File: config.mk
export PLATFORM = sky130hd
export DESIGN_NAME = julian_day_converter_core_flat
export DESIGN_NICKNAME = d
export VERILOG_FILES = /design/src/rtl/jdc_pkg.sv /design/src/rtl/jdc_req_if.sv /design/src/rtl/jdc_rsp_if.sv /design/src/rtl/jdc_date2num.sv /design/src/rtl/jdc_num2date.sv /design/src/rtl/julian_day_converter_core.sv /design/src/flat_wrapper.sv
export SDC_FILE = /design/constraint.sdc
export NUM_CORES = 2
export LEC_CHECK = 0
export BUFFER_PORTS_ARGS = -buffer_cell sky130_fd_sc_hd__buf_2
export CAP_MARGIN = 20
export CORE_ASPECT_RATIO = 1.1
export CORE_MARGIN = 2
export CORE_UTILIZATION = 28
export DETAILED_ROUTE_END_ITERATION = 16
export SYNTH_ARGS = -nofsm -noshare
export SYNTH_HDL_FRONTEND = slang
export SYNTH_SLANG_ARGS = --single-unit
File: constraint.sdc
create_clock -name clk_i -period 23.8 [get_ports clk_i]
set_input_delay 2.38 -clock clk_i [delete_from_list [all_inputs] [get_ports clk_i]]
set_output_delay 2.38 -clock clk_i [all_outputs]
set_load 0.005 [all_outputs]
File: src/rtl/jdc_pkg.sv
`timescale 1ns / 1ps
`default_nettype none

package jdc_pkg;

  localparam int unsigned NUM_STAGES = 6;

  localparam logic [22:0] JD_BASE  = 23'd1721119;
  localparam logic [22:0] JD_FIRST = 23'd2361222;
  localparam logic [22:0] JD_LAST  = 23'd4643365;

  typedef enum logic {
    MODE_TO_NUMBER = 1'b0,
    MODE_TO_DATE   = 1'b1
  } mode_e;

  typedef logic [NUM_STAGES-1:0] stage_en_t;

  typedef struct packed {
    mode_e       mode;
    logic [4:0]  in_day;
    logic [3:0]  in_month;
    logic [12:0] in_year;
    logic [22:0] in_day_number;
  } req_t;

  typedef struct packed {
    logic [22:0] out_day_number;
    logic [4:0]  out_day;
    logic [3:0]  out_month;
    logic [12:0] out_year;
    logic        valid_res;
  } rsp_t;

  // days in a month, leap day handled separately
  function automatic logic [4:0] month_len(input logic [3:0] month);
    logic [4:0] len;
    case (month) inside
      4'd1, 4'd3, 4'd5, 4'd7, 4'd8, 4'd10, 4'd12: len = 5'd31;
      4'd4, 4'd6, 4'd9, 4'd11:                    len = 5'd30;
      4'd2:                                       len = 5'd28;
      default:                                    len = 5'd0;
    endcase
    return len;
  endfunction

  // (153 * m + 2) / 5 for a march-based month index
  function automatic logic [8:0] month_offset(input logic [3:0] month_idx);
    logic [8:0] ofs;
    case (month_idx)
      4'd0:    ofs = 9'd0;
      4'd1:    ofs = 9'd31;
      4'd2:    ofs = 9'd61;
      4'd3:    ofs = 9'd92;
      4'd4:    ofs = 9'd122;
      4'd5:    ofs = 9'd153;
      4'd6:    ofs = 9'd184;
      4'd7:    ofs = 9'd214;
      4'd8:    ofs = 9'd245;
      4'd9:    ofs = 9'd275;
      4'd10:   ofs = 9'd306;
      4'd11:   ofs = 9'd337;
      default: ofs = 9'd0;
    endcase
    return ofs;
  endfunction

endpackage

`default_nettype wire

File: src/rtl/jdc_req_if.sv
`timescale 1ns / 1ps
`default_nettype none

interface jdc_req_if import jdc_pkg::*; ();
  logic valid;
  logic ready;
  req_t data;

  modport source (output valid, output data, input ready);
  modport sink (input valid, input data, output ready);
endinterface

`default_nettype wire

File: src/rtl/jdc_rsp_if.sv
`timescale 1ns / 1ps
`default_nettype none

interface jdc_rsp_if import jdc_pkg::*; ();
  logic valid;
  logic ready;
  rsp_t data;

  modport source (output valid, output data, input ready);
  modport sink (input valid, input data, output ready);
endinterface

`default_nettype wire

File: src/rtl/jdc_date2num.sv
`timescale 1ns / 1ps
`default_nettype none

module jdc_date2num import jdc_pkg::*; (
  input  logic        clk_i,
  input  stage_en_t   en_i,
  input  logic        active_i,
  input  logic [4:0]  day_i,
  input  logic [3:0]  month_i,
  input  logic [12:0] year_i,
  output logic [22:0] day_number_o,
  output logic        ok_o
);

  localparam logic [25:0] Recip100 = 26'd5243;

  // stage 1
  logic        early, base_ok, fits, feb29;
  logic [12:0] y_adj;
  logic [3:0]  m_adj;
  logic [25:0] c_prod, cy_prod;

  logic [4:0]  day1_q;
  logic [3:0]  madj1_q;
  logic [12:0] yadj1_q, year1_q;
  logic [6:0]  c1_q, cy1_q;
  logic        base_ok1_q, fits1_q, feb29_1_q;

  always_comb begin
    early = (year_i < 13'd1752) ||
            (year_i == 13'd1752 &&
             (month_i < 4'd9 || (month_i == 4'd9 && day_i < 5'd14)));
    base_ok = active_i && !early && day_i != 5'd0 && month_i != 4'd0 &&
              month_i <= 4'd12;
    fits  = day_i <= month_len(month_i);
    feb29 = day_i == 5'd29 && month_i == 4'd2;
    if (month_i > 4'd2) begin
      y_adj = year_i;
      m_adj = month_i - 4'd3;
    end else begin
      y_adj = year_i - 13'd1;
      m_adj = month_i + 4'd9;
    end
    c_prod  = 26'(y_adj) * Recip100;
    cy_prod = 26'(year_i) * Recip100;
  end

  always_ff @(posedge clk_i) begin
    if (en_i[0]) begin
      day1_q     <= day_i;
      madj1_q    <= m_adj;
      yadj1_q    <= y_adj;
      year1_q    <= year_i;
      c1_q       <= c_prod[25:19];
      cy1_q      <= cy_prod[25:19];
      base_ok1_q <= base_ok;
      fits1_q    <= fits;
      feb29_1_q  <= feb29;
    end
  end

  // stage 2: century split, leap year, century term
  logic [12:0] c_hund, cy_hund, r_full;
  logic        leap, ok2;
  logic [24:0] tc_prod;

  logic [4:0]  day2_q;
  logic [3:0]  madj2_q;
  logic [6:0]  r2_q;
  logic [22:0] tc2_q;
  logic        ok2_q;

  always_comb begin
    c_hund  = 13'(c1_q) * 13'd100;
    cy_hund = 13'(cy1_q) * 13'd100;
    r_full  = yadj1_q - c_hund;
    leap    = year1_q[1:0] == 2'd0 && (year1_q != cy_hund || cy1_q[1:0] == 2'd0);
    ok2     = base_ok1_q && (fits1_q || (feb29_1_q && leap));
    tc_prod = 25'(c1_q) * 25'd146097;
  end

  always_ff @(posedge clk_i) begin
    if (en_i[1]) begin
      day2_q  <= day1_q;
      madj2_q <= madj1_q;
      r2_q    <= r_full[6:0];
      tc2_q   <= tc_prod[24:2];
      ok2_q   <= ok2;
    end
  end

  // stage 3: year term and partial sum
  logic [17:0] ty_prod;
  logic [22:0] partial;

  logic [22:0] partial3_q;
  logic [15:0] ty3_q;
  logic        ok3_q;

  always_comb begin
    ty_prod = 18'(r2_q) * 18'd1461;
    partial = JD_BASE + 23'(day2_q) + tc2_q + 23'(month_offset(madj2_q));
  end

  always_ff @(posedge clk_i) begin
    if (en_i[2]) begin
      partial3_q <= partial;
      ty3_q      <= ty_prod[17:2];
      ok3_q      <= ok2_q;
    end
  end

  // stage 4: final sum, then two alignment stages
  logic [22:0] num4_q, num5_q, num6_q;
  logic        ok4_q, ok5_q, ok6_q;

  always_ff @(posedge clk_i) begin
    if (en_i[3]) begin
      num4_q <= ok3_q ? (partial3_q + 23'(ty3_q)) : 23'd0;
      ok4_q  <= ok3_q;
    end
    if (en_i[4]) begin
      num5_q <= num4_q;
      ok5_q  <= ok4_q;
    end
    if (en_i[5]) begin
      num6_q <= num5_q;
      ok6_q  <= ok5_q;
    end
  end

  assign day_number_o = num6_q;
  assign ok_o         = ok6_q;

endmodule

`default_nettype wire

File: src/rtl/jdc_num2date.sv
`timescale 1ns / 1ps
`default_nettype none

module jdc_num2date import jdc_pkg::*; (
  input  logic        clk_i,
  input  stage_en_t   en_i,
  input  logic        active_i,
  input  logic [22:0] day_number_i,
  output logic [4:0]  day_o,
  output logic [3:0]  month_o,
  output logic [12:0] year_o,
  output logic        ok_o
);

  localparam logic [24:0] TOffset  = 25'd6884477;
  localparam logic [24:0] CycleLen = 25'd146097;
  localparam logic [17:0] QuadLen  = 18'd1461;

  // stage 1: shifted count and century estimate
  logic        in_span;
  logic [24:0] t_full;
  logic [30:0] qe_prod;

  logic [23:0] t1_q;
  logic [6:0]  qe1_q;
  logic        ok1_q;

  always_comb begin
    in_span = active_i && day_number_i >= JD_FIRST && day_number_i <= JD_LAST;
    t_full  = {day_number_i, 2'b00} - TOffset;
    qe_prod = 31'(t_full[23:0]) * 31'd114;
  end

  always_ff @(posedge clk_i) begin
    if (en_i[0]) begin
      t1_q  <= t_full[23:0];
      qe1_q <= qe_prod[30:24];
      ok1_q <= in_span;
    end
  end

  // stage 2: century correction
  logic [24:0] rem_full, rem;
  logic [6:0]  c;

  logic [6:0]  c2_q;
  logic [17:0] t3_2_q;
  logic        ok2_q;

  always_comb begin
    rem_full = 25'(t1_q) - 25'(qe1_q) * CycleLen;
    if (rem_full >= CycleLen) begin
      c   = qe1_q + 7'd1;
      rem = rem_full - CycleLen;
    end else begin
      c   = qe1_q;
      rem = rem_full;
    end
  end

  always_ff @(posedge clk_i) begin
    if (en_i[1]) begin
      c2_q   <= c;
      t3_2_q <= {rem[17:2], 2'b11};
      ok2_q  <= ok1_q;
    end
  end

  // stage 3: year-in-century estimate
  logic [24:0] yy_prod;

  logic [17:0] t3_3_q;
  logic [6:0]  yye3_q;
  logic [12:0] c100_3_q;
  logic        ok3_q;

  assign yy_prod = 25'(t3_2_q) * 25'd179;

  always_ff @(posedge clk_i) begin
    if (en_i[2]) begin
      t3_3_q   <= t3_2_q;
      yye3_q   <= yy_prod[24:18];
      c100_3_q <= 13'(c2_q) * 13'd100;
      ok3_q    <= ok2_q;
    end
  end

  // stage 4: year correction, day of year
  logic [17:0] dd2_full, dd2;
  logic [6:0]  yy;
  logic [11:0] dd3_sum;
  logic [8:0]  dd3;
  logic [10:0] t4;

  logic [10:0] t4_4_q;
  logic [12:0] year4_q;
  logic        ok4_q;

  always_comb begin
    dd2_full = t3_3_q - 18'(yye3_q) * QuadLen;
    if (dd2_full >= QuadLen) begin
      yy  = yye3_q + 7'd1;
      dd2 = dd2_full - QuadLen;
    end else begin
      yy  = yye3_q;
      dd2 = dd2_full;
    end
    dd3_sum = 12'(dd2[10:0]) + 12'd4;
    dd3     = dd3_sum[10:2];
    t4      = 11'({dd3, 2'b00}) + 11'(dd3) - 11'd3;
  end

  always_ff @(posedge clk_i) begin
    if (en_i[3]) begin
      t4_4_q  <= t4;
      year4_q <= c100_3_q + 13'(yy);
      ok4_q   <= ok3_q;
    end
  end

  // stage 5: month index by threshold compare
  logic [3:0]  mm;
  logic [10:0] dd4_full;

  logic [7:0]  dd4_5_q;
  logic [3:0]  mm5_q;
  logic [12:0] year5_q;
  logic        ok5_q;

  always_comb begin
    mm = 4'd0;
    for (int k = 1; k <= 11; k++) begin
      if (t4_4_q >= 11'(153 * k)) begin
        mm = mm + 4'd1;
      end
    end
    dd4_full = t4_4_q - 11'(mm) * 11'd153;
  end

  always_ff @(posedge clk_i) begin
    if (en_i[4]) begin
      dd4_5_q <= dd4_full[7:0];
      mm5_q   <= mm;
      year5_q <= year4_q;
      ok5_q   <= ok4_q;
    end
  end

  // stage 6: day of month, march-based month back to calendar
  logic [15:0] day_prod;
  logic        wrap;

  logic [4:0]  day6_q;
  logic [3:0]  month6_q;
  logic [12:0] year6_q;
  logic        ok6_q;

  always_comb begin
    day_prod = (16'(dd4_5_q) + 16'd5) * 16'd205;
    wrap     = mm5_q >= 4'd10;
  end

  always_ff @(posedge clk_i) begin
    if (en_i[5]) begin
      ok6_q <= ok5_q;
      if (ok5_q) begin
        day6_q   <= day_prod[14:10];
        month6_q <= wrap ? (mm5_q - 4'd9) : (mm5_q + 4'd3);
        year6_q  <= year5_q + 13'(wrap);
      end else begin
        day6_q   <= 5'd0;
        month6_q <= 4'd0;
        year6_q  <= 13'd0;
      end
    end
  end

  assign day_o   = day6_q;
  assign month_o = month6_q;
  assign year_o  = year6_q;
  assign ok_o    = ok6_q;

endmodule

`default_nettype wire

File: src/rtl/julian_day_converter_core.sv
// Julian day number converter, Gregorian calendar.
// Request channel req_i: mode selects date to day number (in_day, in_month,
// in_year) or day number to date (in_day_number). A request is taken on a
// clock edge where valid and ready are both high.
// Response channel rsp_o: one response per request, in request order. The
// fields of the other mode are zero; valid_res is low for an unsupported date
// or a day number outside 14 Sep 1752 .. 31 Dec 8000, with the result zeroed.
// The six-stage pipeline takes one request per cycle while the receiver keeps
// ready high, and does the reciprocal divides with constant-coefficient
// multipliers.
// Each stage carries a valid bit and has its own enable, so empty stages
// close up. While the receiver holds ready low the response stays put and
// requests keep entering until all six stages hold data; then ready drops.
// Reset (rst_ni low, asynchronous) clears all stage valid bits: the
// response channel goes idle and ready is high once reset is released.
`timescale 1ns / 1ps
`default_nettype none

module julian_day_converter_core import jdc_pkg::*; (
  input  logic      clk_i,
  input  logic      rst_ni,
  jdc_req_if.sink   req_i,
  jdc_rsp_if.source rsp_o
);

  stage_en_t   en;
  stage_en_t   v_q, v_d;
  logic [22:0] num;
  logic        num_ok, date_ok;
  logic [4:0]  day;
  logic [3:0]  month;
  logic [12:0] year;

  always_comb begin
    en[NUM_STAGES-1] = !v_q[NUM_STAGES-1] || rsp_o.ready;
    for (int k = NUM_STAGES - 2; k >= 0; k--) begin
      en[k] = !v_q[k] || en[k+1];
    end
    v_d = {v_q[NUM_STAGES-2:0], req_i.valid};
  end

  always_ff @(posedge clk_i or negedge rst_ni) begin
    if (!rst_ni) begin
      v_q <= '0;
    end else begin
      for (int k = 0; k < NUM_STAGES; k++) begin
        if (en[k]) begin
          v_q[k] <= v_d[k];
        end
      end
    end
  end

  jdc_date2num u_date2num (
    .clk_i        (clk_i),
    .en_i         (en),
    .active_i     (req_i.data.mode == MODE_TO_NUMBER),
    .day_i        (req_i.data.in_day),
    .month_i      (req_i.data.in_month),
    .year_i       (req_i.data.in_year),
    .day_number_o (num),
    .ok_o         (num_ok)
  );

  jdc_num2date u_num2date (
    .clk_i        (clk_i),
    .en_i         (en),
    .active_i     (req_i.data.mode == MODE_TO_DATE),
    .day_number_i (req_i.data.in_day_number),
    .day_o        (day),
    .month_o      (month),
    .year_o       (year),
    .ok_o         (date_ok)
  );

  assign req_i.ready = en[0];
  assign rsp_o.valid = v_q[NUM_STAGES-1];

  always_comb begin
    rsp_o.data.out_day_number = num;
    rsp_o.data.out_day        = day;
    rsp_o.data.out_month      = month;
    rsp_o.data.out_year       = year;
    rsp_o.data.valid_res      = num_ok | date_ok;
  end

endmodule

`default_nettype wire

File: src/flat_wrapper.sv
// flat-port wrapper written by rule: the top's interface ports become plain ports
module julian_day_converter_core_flat import jdc_pkg::*;
  (clk_i, rst_ni, req_i_valid, req_i_data, req_i_ready, rsp_o_valid, rsp_o_data, rsp_o_ready);
  jdc_req_if req_i_i ();
  jdc_rsp_if rsp_o_i ();
  input  logic clk_i;
  input  logic rst_ni;
  input wire logic [$bits(req_i_i.valid)-1:0] req_i_valid;
  input wire logic [$bits(req_i_i.data)-1:0] req_i_data;
  output wire logic [$bits(req_i_i.ready)-1:0] req_i_ready;
  output wire logic [$bits(rsp_o_i.valid)-1:0] rsp_o_valid;
  output wire logic [$bits(rsp_o_i.data)-1:0] rsp_o_data;
  input wire logic [$bits(rsp_o_i.ready)-1:0] rsp_o_ready;
  assign req_i_i.valid = req_i_valid;
  assign req_i_i.data = req_i_data;
  assign req_i_ready = req_i_i.ready;
  assign rsp_o_valid = rsp_o_i.valid;
  assign rsp_o_data = rsp_o_i.data;
  assign rsp_o_i.ready = rsp_o_ready;
  julian_day_converter_core u_core (.clk_i(clk_i), .rst_ni(rst_ni), .req_i(req_i_i), .rsp_o(rsp_o_i));
endmodule
Yosys cells after proc, flatten, opt, wreduce, memory -nomap -nowiden
Memory sizes are Yosys's and may differ from the RTL's. A register that Yosys moved wholly into a read port is not among the register bits.
Index checks and enable logic that the tools add are counted.

cells by class
  $add $sub $neg = 34
  multipliers = 13
  magnitude comparators = 22
  equality and inequality tests = 15
  multiplexer cells = 22
  bitwise logic cells = 2
  reductions and logical operators = 35

operators by type and width
  kind                                                                      count
  11-bit >= comparator (second input constant)                              5
  13-bit by 13-bit multiplier with 26-bit output (second input constant)    2
  4-bit two-way mux                                                         13
  7-bit by 18-bit multiplier with 25-bit output (second input constant)     2
  4-bit by 1-bit adder with 4-bit output (second input constant)            10
  7-bit by 11-bit multiplier with 18-bit output (second input constant)     2
  11-bit by 10-bit >= comparator with 1-bit output (second input constant)  3
  24-bit by 6-bit multiplier with 30-bit output (second input constant)     1
  25-bit by 18-bit >= comparator with 1-bit output (second input constant)  1
  18-bit by 8-bit multiplier with 25-bit output (second input constant)     1
  24-bit by 25-bit subtractor with 25-bit output                            1
  24-bit by 23-bit subtractor with 24-bit output (second input constant)    1
  22-bit by 23-bit adder with 23-bit output                                 1
  23-bit by 16-bit adder with 23-bit output                                 1
  23-bit by 9-bit adder with 23-bit output                                  1
  23-bit by 22-bit >= comparator with 1-bit output (second input constant)  1
  23-bit <= comparator (second input constant)                              1
  21-bit by 5-bit adder with 22-bit output (first input constant)           1
  11-bit by 9-bit >= comparator with 1-bit output (second input constant)   2
  7-bit by 5-bit multiplier with 11-bit output (second input constant)      2
  4-bit == test (second input constant)                                     5
  18-bit by 11-bit >= comparator with 1-bit output (second input constant)  1
  18-bit two-way mux                                                        1
  18-bit subtractor                                                         1
  other kinds (48)                                                          83

storage, ports and cells
  flip-flop bits (word level) = 369
  ROM bits = 144
  bits of input ports = 50
  memories kept = 1

memory list
  name              depth  bits a word  rd ports  clocked after Yosys merged registers in  wr ports  line           text
  (name not given)  16     9            1         1                                        0         jdc_pkg.sv:50  case (month_idx)

Logic depth before layout (Yosys ltp)
  depth in word-level cells = 24
  gate-level depth with buffers = 41
  gate-level depth less buffers = 40

Hierarchy
Synthesis repeated with hierarchy kept, for this count alone.

unflattened totals
  cells, all modules = 3,862
  area, all modules = 40,812.9 sq um

by module, submodules not included
  module                     instances  cells an instance  area an instance (sq um)
  jdc_num2date               1          1,998              20,412.1
  jdc_date2num               1          1,842              20,141.8
  julian_day_converter_core  1          22                 259.0

Worst setup path after synthesis
Ideal clock, no wire load.

  kind = input-to-reg
  from = input port req_i_data[36]
  to = register u_core.u_date2num.c1_q[6] (data pin)
  arrival time = 8.790 ns
  required time = 23.664 ns
  slack = 14.875 ns
  stages = 23
  buffers on the path = 1
  cells stage by stage = a21oi_1 nor2b_1 clkbuf_1 nand2_1 a21oi_1 nand2_1 xnor2_1 fa_1 ha_1 inv_1 fa_1 inv_1 fa_1 fa_1 ha_1 or4_1 a2111oi_0 a21boi_0 o41a_1 o21ai_1 o41a_1 or4_1 nand3_1

on the way
  cells in the longest elaborated chain, start to end = 3

ends and longest elaborated chain
  what                                                      line                text
  start, declared                                           flat_wrapper.sv:9   input wire logic [$bits(req_i_i.data)-1:0] req_i_data;
  4-bit by 2-bit greater-than comparator with 1-bit output  jdc_date2num.sv:37  if (month_i > 4'd2) begin
  13-bit two-way mux                                        jdc_date2num.sv:37
  13-bit by 13-bit multiplier with 26-bit output            jdc_date2num.sv:44  c_prod = 26'(y_adj) * Recip100;
  named net u_core.u_date2num.c_prod[25]                    jdc_date2num.sv:21  logic [25:0] c_prod, cy_prod;
  end signal, assigned                                      jdc_date2num.sv:54  c1_q <= c_prod[25:19];
  end, declared                                             jdc_date2num.sv:26  logic [6:0] c1_q, cy1_q;

The timed path passes the listed nets, and every way through them passes these cells.
A chain may end at the register's enable or synchronous reset.

Worst setup path in the final report
Ends and elaborated chain as after synthesis.

==> summary.txt <==
Routing
  – Total number of vias: between 20,000 and 30,000
  – Via density: ~4.4
  – DRC Markers: 0
  – First DRT Iteration DRCs: roughly 1,100
  – Wire per inst: approximately 13 µm
  – Antenna viol nets, final: 0
  – Final WL: about 76,000 µm
  – DRT Pass-1 Iters: 7

STA
  – RSZ-0062 raised after global routing: false
  – Final setup TNS: 0 ps
  – Clock skew: around 23 ps
  – Fin. Hold Viols: 0
  – Final Slew Violations: 0
  – Worst-margin pin slew: between 1000 and 1500 ps
  – Worst slew margin: 0.2896
  – Setup-failing EPs final: 0
  – Final Cycle Share: 0.3945
  – Tmin final: 9389 ps
  – Hold slack final: 401.5 ps
  – Fmax: around 0.11 GHz

Logic synthesis
  – Post-Synth Simple-Gate Area: 0.07407
  – Leading register cell type out of synthesis: edfxtp_1
  – Post-synthesis compound-gate area fraction: 0.08414
  – Post-synth EDFFs: 361
  – Seq/Total Area, Yosys: 0.2783
  – XOR/XNOR share of the synthesized area: 0.06528
  – Largest family of logic cells by synthesized area: adder cells
  – Register bit total from synthesis: 376
  – Synth unique cells: between 80 and 90
  – Adder-cell share of the synthesized area: 0.4115
  – Mux contribution to synthesized area: 0.006079
  – Post-Syn Nets: around 5,000
  – Synth Area per Inst: 10.73 µm²
  – YS warnings: 0
  – Mapped Area: roughly 40,000 µm²
  – Gate count of the mapped netlist: between 3,000 and 4,000
  – Async SR Flop Fraction: 0.01596

Clock tree
  – Clock sinks: 376
  – Clock Latency Late Sink: 610 ps
  – Cts bufs inserted: 48
  – Reg clk slew, reported paths: around 60 ps
  – Hold buffer count at cts: 0
  – Post-CTS Setup Inserts: 0
  – H-tree Lvls: 2
  – CTS tree: built
  – Clock Tree Root: clkbuf_16
  – CTS Buffer Depth: 3
  – Resized Gates After CTS: 0

Floorplan
  – Core area: 142,200 µm²
  – Initial Util: 0.2822
  – # IOs: 98
  – Die area: approximately 150,000 µm²
  – Die W: ~360 µm
  – Chip height: 401.1 µm
  – Row count: approximately 150

Outcome
  – Status: complete, no violations

Setup path
  – Critical path class: input pin to flop
  – Worst Path Max Fanout: 8
  – CP endpoint kind: flop
  – CP required: 24,270 ps
  – Startpoint types: input pin
  – Critical Path AT: between 9000 and 10,000 ps

GRT
  – Number of global-route vias before repair: ~27,000
  – Total Routing Usage GR: 0.1077
  – Global-route wire length before repair: 130,100 µm
  – Largest net degree at the start of global routing: just under 80
  – Overflow after GRT: 0
  – Initial antenna violation count: 3

Place
  – Port Buffers: just under 100
  – HPWL Detailed: approximately 64,000 µm
  – Placer's final routability congestion estimate: slightly above 0.8

Cells and area
  – Nets: between 5,000 and 6,000
  – Register area: between 10,000 and 15,000 µm²
  – Share of cells above drive strength 1: 0.05866
  – Area growth syn-to-layout: 10.94%
  – Area of the multi-input gates: roughly 26,000 µm²
  – Fill cell count: 14,690

Run
  – Max_cap viols: 0

Worst hold path
  – Hold/Removal Path Class: flop to flop
state kept, by name, summed over array words and instances, names as in the netlist, 6 cells and up, named ones only:
name,cells
u_core.u_date2num.num5_q,23
u_core.u_date2num.r2_q,7
u_core.u_num2date.year4_q,13
u_core.u_date2num.cy1_q,7
u_core.u_num2date.c100_3_q,11
u_core.v_q,6
u_core.u_num2date.yye3_q,7
u_core.u_num2date.t3_3_q,16
u_core.u_date2num.yadj1_q,7
u_core.u_num2date.dd4_5_q,8
u_core.u_num2date.t1_q,22
u_core.u_date2num.num4_q,23
u_core.u_num2date.c2_q,7
u_core.u_num2date.year5_q,13
u_core.u_date2num.c1_q,7
u_core.u_date2num.year1_q,13
u_core.u_date2num.partial3_q,23
u_core.u_num2date.year_o,13
u_core.u_num2date.t3_2_q,16
u_core.u_date2num.day_number_o,23
u_core.u_date2num.tc2_q,23
u_core.u_num2date.qe1_q,7
u_core.u_date2num.ty3_q,16
u_core.u_num2date.t4_4_q,11
routing by layer:
metal	wire, µm	part of all wire	GRT usage	vias up
li1	-	-	-	12790
met1	34600	0.46	0.1389	12200
met2	37530	0.50	0.1902	257
met3	2232	0.029	0.01282	85
met4	1394	0.018	0.02592	0
met5	0	0	0	-
synthesized netlist by cell type, types with 7 or more instances:
cell type | n | area, µm²
inv_1 | 831 | 3119
ha_1 | 764 | 9559
edfxtp_1 | 361 | 10840
fa_1 | 347 | 6947
xnor2_1 | 206 | 1804
a21oi_1 | 139 | 695.7
nand2_1 | 127 | 476.7
nor2_1 | 118 | 442.9
o21ai_0 | 107 | 535.5
xor2_1 | 71 | 621.9
nand3_1 | 62 | 310.3
a21o_1 | 54 | 405.4
nor3_1 | 37 | 185.2
nor2b_1 | 35 | 219.0
nand2b_1 | 29 | 181.4
and2_1 | 28 | 175.2
o21a_1 | 28 | 210.2
and3_1 | 26 | 162.7
nand4_1 | 22 | 137.6
o21bai_1 | 22 | 165.2
a21boi_0 | 19 | 142.6
clkbuf_1 | 19 | 71.32
a211oi_1 | 18 | 135.1
or3_1 | 17 | 106.4
o211ai_1 | 15 | 112.6
or2_2 | 15 | 93.84
nor4_1 | 13 | 81.33
a31oi_1 | 12 | 75.07
nor3b_1 | 11 | 82.58
mux2_2 | 10 | 112.6
dfxtp_1 | 9 | 180.2
mux2i_1 | 9 | 90.09
o41ai_1 | 8 | 70.07
a2111oi_0 | 7 | 61.31
a31o_2 | 7 | 61.31
o31ai_1 | 7 | 52.55
path summary, 6_finish.rpt:
check                      depth (start not counted)                             startpoint  slack (ps)                                           to
max in group asynchronous                          1                                 rst_ni       22000                    u_core.v_q[4]$_DFFE_PN0P_
setup / recovery                                  23                         req_i_data[36]       14410          u_core.u_date2num.c1_q[6]$_DFFE_PP_
min in group asynchronous                          1                                 rst_ni        1620                    u_core.v_q[3]$_DFFE_PN0P_
hold reg to reg                                    0  u_core.u_date2num.num5_q[6]$_DFFE_PP_         400  u_core.u_date2num.day_number_o[6]$_DFFE_PP_
hold / removal                                     0  u_core.u_date2num.num5_q[6]$_DFFE_PP_         400  u_core.u_date2num.day_number_o[6]$_DFFE_PP_
setup reg to reg                                  32  u_core.u_num2date.yye3_q[5]$_DFFE_PP_       14790       u_core.u_num2date.t4_4_q[10]$_DFFE_PP_
cells by family after synthesis:
family / after synthesis
adders and majority gates: 1112
buffers and inverters: 858
and+or+nand+nor: 575
AOI/OAI and AO/OA: 512
DFF: 376
xor gates and xnor gates: 286
muxes: 22
worst max-delay path, cell delays in order:
cell,delay (ps)
buf_2,120
a21oi_1,210
nor2b_1,700
nand2_1,110
a21oi_1,260
nand2_1,110
xnor2_1,830
fa_1,560
ha_1,290
inv_1,40
fa_1,470
inv_1,60
fa_1,500
fa_1,490
ha_1,210
or4_1,520
a2111oi_0,370
a21boi_0,290
o41a_1,200
o21ai_1,130
o41a_1,390
or4_1,480
nand3_1,100
final cells by class:
cell class | count | share of cell area
antenna | 1 | 0.00005620
clock buffer | 59 | 0.02790
clock inverter | 27 | 0.006772
inverter | 831 | 0.07006
multi-input combinational | 2507 | 0.5784
sequential | 376 | 0.2509
tap | 1911 | 0.05370
timing repair buffer | 104 | 0.01225
through the flow:
stage          cell area, µm²    util  instances  setup WS (ps)
2_1_floorplan           40130       -       3741          14870
3_3_place_gp            42960  0.3021       5728          13830
3_5_place_dp            42960  0.3021       5728          13720
4_1_cts                 44510  0.3129       5814          14380
5_1_grt                 44520  0.3130       5815          13970
6_report                44530  0.3130       5816          14410
cell usage in the layout, fill, tap and decap left out, drive strengths merged, types with 8 or more instances in the layout:
cell type	instances
nand4	23
nor2b	37
a31oi	12
nor4	13
o21bai	22
o21a	28
clkbuf	59
nor3b	11
mux2i	9
fa	347
or3	17
o211ai	16
buf	104
inv	834
xnor2	210
a21boi	19
or2	18
nor2	118
dfxtp	9
clkinv	15
edfxtp	361
nor3	37
xor2	72
ha	764
nand2	128
nand2b	29
and3	26
and2	28
a21oi	141
mux2	13
a21o	54
o31ai	9
a211oi	20
o21ai	110
nand3	62
o41ai	8
Power is left out: the tool's default activity adds up to more than one toggle a clock period on the data nets, which glitch-free logic cannot reach.
